$ cat config.mk
export PLATFORM = sky130hd
export DESIGN_NAME = running_median_tracker_unit_flat
export DESIGN_NICKNAME = d
export VERILOG_FILES = /design/src/design/rmt_pkg.sv /design/src/design/rmt_if.sv /design/src/design/rmt_store.sv /design/src/design/running_median_tracker_unit.sv /design/src/flat_wrapper.sv
export SDC_FILE = /design/constraint.sdc
export NUM_CORES = 2
export LEC_CHECK = 0
export BUFFER_PORTS_ARGS = -buffer_cell sky130_fd_sc_hd__buf_4
export CAP_MARGIN = 25
export CORE_ASPECT_RATIO = 0.75
export CORE_UTILIZATION = 25
export DETAILED_ROUTE_END_ITERATION = 16
export GPL_TIMING_DRIVEN = 0
export PLACE_DENSITY = 0.42
export REMOVE_ABC_BUFFERS = 1
export SYNTH_ARGS = -nofsm -noshare
export SYNTH_HDL_FRONTEND = slang
export SYNTH_SLANG_ARGS = --single-unit
$ cat constraint.sdc
create_clock -name clk -period 6.1 [get_ports clk]
set_input_delay 0.305 -clock clk [delete_from_list [all_inputs] [get_ports clk]]
set_output_delay 0.305 -clock clk [all_outputs]
set_load 0.005 [all_outputs]
$ cat src/design/rmt_pkg.sv
package rmt_pkg;

	localparam int SAMPLE_W = 32;
	localparam int KEPT_W   = 7;

endpackage

$ cat src/design/rmt_if.sv
interface rmt_in_if
	import rmt_pkg::*;
();
	logic                       valid;
	logic                       ready;
	logic signed [SAMPLE_W-1:0] sample;
	logic                       last_sample;

	modport source (output valid, sample, last_sample, input ready);
	modport sink (input valid, sample, last_sample, output ready);
endinterface

interface rmt_out_if
	import rmt_pkg::*;
();
	logic                       valid;
	logic                       ready;
	logic signed [SAMPLE_W-1:0] median;
	logic [KEPT_W-1:0]          kept_count;
	logic                       overflow;

	modport source (output valid, median, kept_count, overflow, input ready);
	modport sink (input valid, median, kept_count, overflow, output ready);
endinterface

$ cat src/design/rmt_store.sv
module rmt_store #(
	parameter int DEPTH = 64,
	parameter int WIDTH = 32
) (
	input  logic                     clk,
	input  logic                     we,
	input  logic [$clog2(DEPTH)-1:0] waddr,
	input  logic [WIDTH-1:0]         wdata,
	input  logic                     re,
	input  logic [$clog2(DEPTH)-1:0] raddr,
	output logic [WIDTH-1:0]         rdata
);
	logic [WIDTH-1:0] mem [DEPTH];
	logic [WIDTH-1:0] rdata_q;

	always_ff @(posedge clk) begin
		if (we) begin
			mem[waddr] <= wdata;
		end
		if (re) begin
			rdata_q <= mem[raddr];
		end
	end

	assign rdata = rdata_q;
endmodule

$ cat src/design/running_median_tracker_unit.sv
// Running lower median over a sample sequence. Kept samples sit in ascending
// order in a single-port-write, one-read memory of CAPACITY entries. A sample
// into an empty store is written straight to entry zero; into a full store it
// is dropped and overflow is flagged. Otherwise the insertion walks the store
// down from its top entry, one read and one shifted write per cycle, then one
// read fetches the median. A held result does not block the next sample from
// being taken, but a second result waits until the first is accepted.
// last_sample empties the store after its result.
module running_median_tracker_unit
	import rmt_pkg::*;
#(
	parameter int CAPACITY   = 64,
	parameter int DATA_WIDTH = 32
) (
	input  logic      clk,
	input  logic      arst_n,
	rmt_in_if.sink    feed,
	rmt_out_if.source report
);
	localparam int AW = $clog2(CAPACITY);
	localparam int CW = $clog2(CAPACITY + 1);

	typedef enum logic [2:0] {S_IDLE, S_SCAN, S_PUT0, S_MEDRD, S_MEDWT} state_t;

	state_t                state_q;
	logic [CW-1:0]         cnt_q;
	logic [AW-1:0]         j_q;
	logic [DATA_WIDTH-1:0] x_q;
	logic                  last_q;
	logic                  ovf_q;
	logic                  out_valid_q;
	logic [SAMPLE_W-1:0]   median_q;
	logic [KEPT_W-1:0]     kept_q;
	logic                  out_ovf_q;

	logic [DATA_WIDTH-1:0] x_in;
	logic [SAMPLE_W-1:0]   med_val;
	logic                  we, re;
	logic [AW-1:0]         waddr, raddr;
	logic [DATA_WIDTH-1:0] wdata, rdata;
	logic [CW-1:0]         cnt_m1;
	logic [CW-1:0]         mid;
	logic                  take;
	logic                  shift_up;

	generate
		if (DATA_WIDTH >= SAMPLE_W) begin : g_wide
			assign x_in    = DATA_WIDTH'(feed.sample);
			assign med_val = rdata[SAMPLE_W-1:0];
		end else begin : g_narrow
			assign x_in    = feed.sample[DATA_WIDTH-1:0];
			assign med_val = SAMPLE_W'($signed(rdata));
		end
	endgenerate

	assign take     = feed.valid && feed.ready;
	assign cnt_m1   = cnt_q - CW'(1);
	assign mid      = cnt_m1 >> 1;
	assign shift_up = $signed(rdata) > $signed(x_q);

	assign feed.ready        = (state_q == S_IDLE);
	assign report.valid      = out_valid_q;
	assign report.median     = median_q;
	assign report.kept_count = kept_q;
	assign report.overflow   = out_ovf_q;

	always_comb begin
		we    = 1'b0;
		re    = 1'b0;
		waddr = '0;
		wdata = x_q;
		raddr = '0;
		case (state_q)
			S_IDLE: begin
				if (take && cnt_q == '0) begin
					we    = 1'b1;
					wdata = x_in;
				end else if (take && cnt_q != CW'(CAPACITY)) begin
					re    = 1'b1;
					raddr = cnt_m1[AW-1:0];
				end
			end
			S_SCAN: begin
				we    = 1'b1;
				waddr = j_q;
				if (shift_up) begin
					wdata = rdata;
					if (j_q != AW'(1)) begin
						re    = 1'b1;
						raddr = j_q - AW'(2);
					end
				end
			end
			S_PUT0: begin
				we = 1'b1;
			end
			S_MEDRD: begin
				re    = 1'b1;
				raddr = mid[AW-1:0];
			end
			default: ;
		endcase
	end

	rmt_store #(.DEPTH(CAPACITY), .WIDTH(DATA_WIDTH)) u_store (
		.clk   (clk),
		.we    (we),
		.waddr (waddr),
		.wdata (wdata),
		.re    (re),
		.raddr (raddr),
		.rdata (rdata)
	);

	always_ff @(posedge clk or negedge arst_n) begin
		if (!arst_n) begin
			state_q     <= S_IDLE;
			cnt_q       <= '0;
			out_valid_q <= 1'b0;
			j_q         <= '0;
			last_q      <= 1'b0;
			ovf_q       <= 1'b0;
		end else begin
			// in S_MEDWT the result register is reloaded below
			if (out_valid_q && report.ready && state_q != S_MEDWT) begin
				out_valid_q <= 1'b0;
			end
			case (state_q)
				S_IDLE: begin
					if (take) begin
						x_q    <= x_in;
						last_q <= feed.last_sample;
						if (cnt_q == CW'(CAPACITY)) begin
							ovf_q   <= 1'b1;
							state_q <= S_MEDRD;
						end else if (cnt_q == '0) begin
							ovf_q   <= 1'b0;
							cnt_q   <= CW'(1);
							state_q <= S_MEDRD;
						end else begin
							ovf_q   <= 1'b0;
							j_q     <= cnt_q[AW-1:0];
							cnt_q   <= cnt_q + CW'(1);
							state_q <= S_SCAN;
						end
					end
				end
				S_SCAN: begin
					if (!shift_up) begin
						state_q <= S_MEDRD;
					end else if (j_q == AW'(1)) begin
						state_q <= S_PUT0;
					end else begin
						j_q <= j_q - AW'(1);
					end
				end
				S_PUT0: state_q <= S_MEDRD;
				S_MEDRD: state_q <= S_MEDWT;
				S_MEDWT: begin
					if (!out_valid_q || report.ready) begin
						out_valid_q <= 1'b1;
						median_q    <= med_val;
						kept_q      <= KEPT_W'(cnt_q);
						out_ovf_q   <= ovf_q;
						if (last_q) begin
							cnt_q <= '0;
						end
						state_q <= S_IDLE;
					end
				end
				default: state_q <= S_IDLE;
			endcase
		end
	end

	a_cnt_bound: assert property (@(posedge clk) disable iff (!arst_n)
		cnt_q <= CW'(CAPACITY))
		else $error("held count exceeds capacity");

	a_scan_addr: assert property (@(posedge clk) disable iff (!arst_n)
		state_q == S_SCAN |-> j_q != '0)
		else $error("scan reached entry zero");

	a_ovf_full: assert property (@(posedge clk) disable iff (!arst_n)
		(take && cnt_q == CW'(CAPACITY)) |=> ovf_q && cnt_q == CW'(CAPACITY))
		else $error("dropped sample changed the count");

	a_result_once: assert property (@(posedge clk) disable iff (!arst_n)
		state_q == S_MEDWT && (!out_valid_q || report.ready) |=> out_valid_q)
		else $error("result not presented");
endmodule
$ cat src/flat_wrapper.sv
// flat-port wrapper written by rule: the top's interface ports become plain ports
module running_median_tracker_unit_flat import rmt_pkg::*;
#(
	parameter int CAPACITY   = 64,
	parameter int DATA_WIDTH = 32
)
  (clk, arst_n, feed_valid, feed_sample, feed_last_sample, feed_ready, report_valid, report_median, report_kept_count, report_overflow, report_ready);
  rmt_in_if feed_i ();
  rmt_out_if report_i ();
  input  logic clk;
  input  logic arst_n;
  input wire logic [$bits(feed_i.valid)-1:0] feed_valid;
  input wire logic [$bits(feed_i.sample)-1:0] feed_sample;
  input wire logic [$bits(feed_i.last_sample)-1:0] feed_last_sample;
  output wire logic [$bits(feed_i.ready)-1:0] feed_ready;
  output wire logic [$bits(report_i.valid)-1:0] report_valid;
  output wire logic [$bits(report_i.median)-1:0] report_median;
  output wire logic [$bits(report_i.kept_count)-1:0] report_kept_count;
  output wire logic [$bits(report_i.overflow)-1:0] report_overflow;
  input wire logic [$bits(report_i.ready)-1:0] report_ready;
  assign feed_i.valid = feed_valid;
  assign feed_i.sample = feed_sample;
  assign feed_i.last_sample = feed_last_sample;
  assign feed_ready = feed_i.ready;
  assign report_valid = report_i.valid;
  assign report_median = report_i.median;
  assign report_kept_count = report_i.kept_count;
  assign report_overflow = report_i.overflow;
  assign report_i.ready = report_ready;
  running_median_tracker_unit #(.CAPACITY(CAPACITY), .DATA_WIDTH(DATA_WIDTH)) u_core (.clk(clk), .arst_n(arst_n), .feed(feed_i), .report(report_i));
endmodule
## Word-level counts from Yosys, hierarchy flattened

Memories as Yosys holds them, arrays and structs flattened. A register that Yosys moved wholly into a read port is not among the register bits.
Index checks and enable logic that the tools add are counted.

- $add $sub $neg: 4
- Magnitude comparators: 1
- Equality and inequality tests: 17
- Mux-type cells: 41
- Reductions and logical operators: 18

Operators with widths:

| operator | count |
|---|---|
| 32-bit two-way mux | 2 |
| 32-bit case mux with 2 select lines | 1 |
| 6-bit two-way mux | 10 |
| 7-bit two-way mux | 5 |
| 32-bit greater-than comparator | 1 |
| 6-bit case mux with 3 select lines | 1 |
| 3-bit two-way mux | 5 |
| 3-bit case mux with 5 select lines | 1 |
| 7-bit case mux with 2 select lines | 1 |
| 6-bit case mux with 2 select lines | 1 |
| 1-bit two-way mux | 11 |
| 3-bit AND reduction | 3 |
| 2-bit != test, second input constant | 4 |
| 7-bit by 1-bit adder with 7-bit output, second input constant | 1 |
| 7-bit == test, second input constant | 1 |
| 7-bit zero test | 1 |
| 7-bit != test, second input constant | 1 |
| 7-bit by 1-bit subtractor with 7-bit output, second input constant | 1 |
| 3-bit by 2-bit == test with 1-bit output, second input constant | 2 |
| 6-bit by 1-bit == test with 1-bit output, second input constant | 1 |
| 2-bit by 1-bit != test with 1-bit output, second input constant | 3 |
| 3-bit != test, second input constant | 2 |
| 6-bit by 1-bit != test with 1-bit output, second input constant | 1 |
| 6-bit AND reduction | 1 |
| other kinds (15) | 20 |

- Bits in registers: 91
- RAM bits: 2048
- Bits of input ports: 37
- Output and inout port bits: 42
- Logic and storage cells: 92
- Memories: 1

Memory list:

| memory | depth | bits a word | rd ports | clocked after memory_dff | write ports | RTL line | RTL |
|---|---|---|---|---|---|---|---|
| u_core.u_store.mem | 64 | 32 | 1 | 1 | 1 | rmt_store.sv:13 | `logic [WIDTH-1:0] mem [DEPTH];` |

## Logic depth before layout (Yosys ltp)

- Word-level depth: 7
- Depth in mapped cells: 19
- Mapped depth without buffers: 13

## Modules after synthesis

Synthesis repeated with hierarchy kept, for this count alone.

- Cell total of the unflattened synthesis: 3776
- Area total of the unflattened synthesis: 83870.4 µm²

Modules (own cells, without submodules):

| module | instances | cells each | area an instance (µm²) | seq. area each (µm²) |
|---|---|---|---|---|
| rmt_store | 1 | 3324 | 78835.6 | 62459.9 |
| running_median_tracker_unit | 1 | 452 | 5034.8 | 2637.5 |

## Worst setup path before layout

OpenSTA, ideal clock, no wires.

- Path type: reg-to-reg
- Start: register u_core.u_store.rdata_q[14] (netlist: u_core.u_store.rdata[14]) (read register of u_core.u_store.mem)
- End: register u_core.u_store.rdata_q[2] (netlist: u_core.u_store.rdata[2]) (read register of u_core.u_store.mem), data pin
- Library setup time: 0.272 ns
- Data arrival time: 3.659 ns
- Required time: 5.828 ns
- Setup slack: 2.169 ns
- Stages on the path, launching flop included: 17
- Buffers on the path: 4
- Period minus slack after synthesis: 3.931 ns
- Path through: edfxtp_1 ha_1 nand4_1 nor3_1 a21boi_1 or4b_1 a211o_1 buf_2 a21oi_1 buf_2 buf_6 buf_2 mux2i_1 o22ai_1 nor4_1 a21oi_1 or4_1

- Word-level cells in the longest chain between the ends: 3
- Elaborated cells on any way between the ends: 5
- Those cells by class: order compare: 1; mux: 4

Ends and longest elaborated chain:

| element | RTL line | RTL |
|---|---|---|
| start, declared | rmt_store.sv:14 | `logic [WIDTH-1:0] rdata_q;` |
| 32-bit greater-than comparator * | running_median_tracker_unit.sv:59 | `assign shift_up = $signed(rdata) > $signed(x_q);` |
| 6-bit two-way mux / 1-bit two-way mux (equally long branches) | running_median_tracker_unit.sv:86 | `if (shift_up) begin` |
| 6-bit case mux with 3 select lines / 1-bit case mux with 3 select lines (equally long branches) | running_median_tracker_unit.sv:73 | `case (state_q)` |

Every way passes the cells marked *; elsewhere a longest branch is shown, timed or not.
A chain may end at the register's enable or synchronous reset.

## Worst setup path after layout

- Start: register u_core.x_q[11]
- End: register u_core.u_store.rdata_q[30] (netlist: u_core.u_store.rdata[30]) (read register of u_core.u_store.mem), data pin

- Word-level cells in the longest chain between the ends: 3
- Elaborated cells on any way between the ends: 5
- Those cells by class: order compare: 1; mux: 4

Ends and longest elaborated chain:

| element | RTL line | RTL |
|---|---|---|
| start, declared | running_median_tracker_unit.sv:28 | `logic [DATA_WIDTH-1:0] x_q;` |
| start signal, assigned | running_median_tracker_unit.sv:131 | `x_q <= x_in;` |
| 32-bit greater-than comparator * | running_median_tracker_unit.sv:59 |  |
| 6-bit two-way mux / 1-bit two-way mux (equally long branches) | running_median_tracker_unit.sv:86 |  |
| 6-bit case mux with 3 select lines / 1-bit case mux with 3 select lines (equally long branches) | running_median_tracker_unit.sv:73 |  |

Marks and branches as above.

==> out/metrics.cfg <==
[floorplan]
num_rows = 185
fp.dieH_um = 507.1
fp.coreArea_sq_mm = 0.3386
die_area_sq_mm = 0.3425
start_util_pct = 25.11
pin_count = 79
dieWidth_um = 675.4

[placement]
port_buffers = 78
dp.final_hpwl_um = 185000
gp_congestion = 0.7605

[sta]
finalCritPeriodShare_pct = 98.89
whs_ns = 0.1418
finalMaxSlewViolations = 0
timing.fmax_mhz = 165.8
period_needed_ns = 6.032
maxSlewHeadroom_pct = 23.25
rsz0062_at_grt = false
hold_violations = 0
worstMarginPinSlew_ns = 1.147
skew_ns = 0.04709
setup-violations-final = 0

[routing]
top_layer_used = met5
viasPerCell = 4.821
vias = 51399
routedWlPerCell_um = 27.23
wirelength_um = 290300
drc = 0
wl_met1_um = 138800
wl_met2_um = 124600
route.met3.wl_um = 19950
ant_nets = 0
drt_iter0_markers = 6109
drt-pass1-iter-count = 10

[outcome]
status = completed

[cts]
insertion_delay_ns = 0.89
max-clock-path-buffers = 4
cts_buffers = 227
tritoncts = built
clkSinkCount = 2171
cts.reportedPaths.clkPinSlew_ns = 0.06
cts-htree-levels = 4
root_buffer = clkbuf_16

[power]
p_int_mw = 36.07
p_seq_share_pct = 33.5
netSwitchingFraction_pct = 40.73
power_frac_clock_pct = 21.8
worst_ir_drop_vdd_uv = 441.1
powerDensity_mw_per_mm2 = 586.9
p_switching_mw = 24.78
p_leak_nw = 36.08
p_comb_share_pct = 44.7
power_mw = 60.85

[finish]
drive_gt1_share_pct = 13.30
multi_input_area_sq_mm = 0.01885
fillCellCount = 33174
seqCellArea_sq_mm = 0.06510
final_core_utilization_pct = 30.62
syn_to_final_growth_pct = 21.94
nets = 6056

[synth]
yosys_warnings = 0
synth_area_sq_mm = 0.08504
synth_cells = 5675
avgSynthCellArea_sq_um = 14.98
synth_cell_types = 67
synthSimpleGateAreaFrac_pct = 6.904
yosys.area_share.adder_pct = 0.5591
synth_xor_area_share_pct = 0.07210
ys.flop_type = edfxtp_1
synth_top_family_by_area = compound AO/OA/AOI/OAI gates
async_flop_share_pct = 0.8752
synth_compound_area_share_pct = 7.695
synth_edf_count = 2152
synth_seq_cells = 2171
synthMuxAreaShare_pct = 6.011
ys_seq_area_share_pct = 76.55

[global_route]
antenna_found_initial = 35
grt_max_degree = 69
grt_pass1_wl_um = 399200
first_global_vias = 48634
grt_usage_pct = 16.48
overflow = 0

[setup_path]
path_cells = inv_1 > ha_1 > a21oi_1 > buf_4 > a21oi_1 > or4b_4 > a211o_4 > a31oi_4 > nand3_4 > buf_16 > o22ai_1 > a211oi_1 > a21oi_1 > or4_1
critPathMaxFanout = 33
critPathTopFamily = compound AO/OA/AOI/OAI gates
cpMostUsedCell = a21oi_1
critical_path.startpoint = u_core.x_q[11]$_DFFE_PP_
cp.arrival_ns = 6.78
reg2reg_depth = 14
cp_slowest_stage_delay_ns = 0.88
cp.buffers_inverters = 3
cp-start-kind = flop
end_kind = flop
r2r_end = u_core.u_store.rdata[30]$_DFFE_PP_
r2r_slack_ns = 0.07
crit_required_ns = 6.84
crit-reg2reg-launch = u_core.x_q[11]$_DFFE_PP_
cp_slowest_cell = a21oi_1
worstSetupPathType = reg -> reg

[min_path]
hold_depth = 2
hp-start = feed_sample[14]
min_path_type = in -> reg
min_to = u_core.x_q[14]$_DFFE_PP_

[flow_run]
max_cap_viol_count = 0

[state kept, by name (all words and copies together), names as in the netlist]
| name | cells |
|---|---|
| u_core.u_store.mem | 2048 |
| u_core.report.median | 32 |
| u_core.u_store.rdata | 32 |
| u_core.x_q | 32 |
| u_core.cnt_q | 7 |
| u_core.report.kept_count | 7 |
| u_core.j_q | 6 |
| u_core.state_q | 3 |
| u_core.last_q | 1 |
| u_core.ovf_q | 1 |
| u_core.report.overflow | 1 |
| u_core.report.valid | 1 |
[cell families (layout without fill, tap and decap cells)]
logic type      after synthesis  after routing
mux                         505            505
buf+inv                     404            879
simple gates               1413           1413
other cells                   0             21
compound gates             1137           1139
fa+ha+maj                    38             38
xor+xnor                      7              7
flops                      2171           2171
[Yosys cell counts, types with 4 or more instances]
cell type / count / area (sq um)
a311oi_1: 6 / 52.55
buf_4: 15 / 112.6
dfrtp_1: 19 / 475.5
a21oi_1: 648 / 3243
o22ai_1: 238 / 1489
buf_2: 142 / 710.7
a21o_1: 6 / 45.04
edfxtp_1: 2152 / 64620
and2_1: 4 / 25.02
nor2b_1: 4 / 25.02
buf_6: 15 / 168.9
nand4_1: 22 / 137.6
nand3_1: 61 / 305.3
a22oi_1: 26 / 195.2
nand2b_1: 7 / 43.79
nand3_2: 6 / 60.06
a222oi_1: 32 / 320.3
o21ai_0: 23 / 115.1
a211oi_1: 4 / 30.03
nor3_1: 13 / 65.06
or4_1: 32 / 240.2
nand2_1: 1059 / 3975
xnor2_1: 5 / 43.79
mux4_2: 4 / 90.09
mux2i_1: 499 / 4995
ha_1: 38 / 475.5
clkbuf_1: 141 / 529.3
nor4_1: 57 / 356.6
and3_1: 4 / 25.02
a32oi_1: 11 / 96.34
buf_1: 20 / 75.07
inv_1: 69 / 259.0
nor2_1: 130 / 488.0
o21ai_1: 4 / 20.02
a31oi_1: 111 / 694.4
[placed cells by master, fill, tap and decap left out, types with 19 or more instances in the layout]
cell type / instances
ha_1: 38
nand3_1: 58
buf_12: 168
dfrtp_1: 19
edfxtp_1: 2152
dlygate4sd3_1: 38
o22ai_1: 238
a31oi_1: 109
inv_1: 37
clkbuf_16: 229
a222oi_1: 32
clkbuf_1: 52
nor2_1: 61
nor4_1: 52
clkinv_2: 34
buf_4: 113
clkinv_1: 63
or4_1: 31
nand4_1: 22
mux2i_1: 499
inv_2: 32
a21oi_1: 639
nor2_4: 69
o21ai_0: 23
diode_2: 21
buf_16: 83
nand2_1: 1057
a22oi_1: 26
[layer usage]
metal,track usage [%],up-vias
met5,0,-
met3,2.518,357
met1,25.12,26860
li1,-,22343
met2,24.29,1831
met4,4.070,8
[area by class of cell]
type	count	share of cell area [%]
sequential	2171	62.78
timing repair buffer	410	6.730
inverter	69	0.2498
clock buffer	281	5.715
antenna	21	0.05068
clock inverter	119	0.8785
tap	4488	5.416
multi-input combinational	3102	18.18
[worst max path at each step]
| stage | endpoint | slack [ns] | depth (start not counted) |
|---|---|---|---|
| final | u_core.u_store.rdata[30]$_DFFE_PP_ | 0.07 | 14 |
| after global routing | u_core.u_store.rdata[26]$_DFFE_PP_ | 0.009 | 21 |
| after CTS | u_core.u_store.rdata[30]$_DFFE_PP_ | 0.03 | 18 |
| after detailed placement | u_core.u_store.rdata[10]$_DFFE_PP_ | -1.60 | 16 |
| after global placement | u_core.u_store.rdata[29]$_DFFE_PP_ | -90.53 | 10 |
| after floorplan | u_core.u_store.rdata[30]$_DFFE_PP_ | -52.59 | 11 |
[power by group through the flow]
stage | logic, mW | clock network (mW) | registers, mW
final | 27.2 | 13.2 | 20.4
after floorplan | 11.0 | 0 | 20.7
after global placement | 15.8 | 0 | 21.1
after CTS | 26.9 | 13.5 | 20.4
after detailed placement | 26.6 | 0 | 20.8
after global routing | 28.9 | 14.1 | 20.5
[repair_timing]
action | in CTS | in global routing
cloned | 1 | 1
setup endpoints to repair | 160 | 13
gates resized for setup | 15 | 7
pin swaps | 6 | 4
endpoints found under the hold margin | 109 | 0
hold buffers | 38 | 0
buffers inserted | 9 | 13
[per-stage QoR]
stage / TNS (ns) / area [sq um] / setup slack, ns / instances
after detailed placement: -73.58 / 96030 / -1.597 / 10172
after floorplan: -1606.13 / 83420 / -52.59 / 5340
final: 0 / 103700 / 0.06757 / 10661
after global placement: - / 89620 / -90.53 / 9906
after global routing: 0 / 103700 / 0.008958 / 10652
after CTS: 0 / 103400 / 0.02900 / 10620
[worst reg2reg max path: stages (launching register included)]
cell	delay, ns
edfxtp_1	0.39
inv_1	0.10
ha_1	0.28
a21oi_1	0.23
buf_4	0.23
a21oi_1	0.10
or4b_4	0.64
a211o_4	0.47
a31oi_4	0.71
nand3_4	0.77
buf_16	0.45
o22ai_1	0.29
a211oi_1	0.08
a21oi_1	0.88
or4_1	0.28
(Power assumes the default switching activity.)
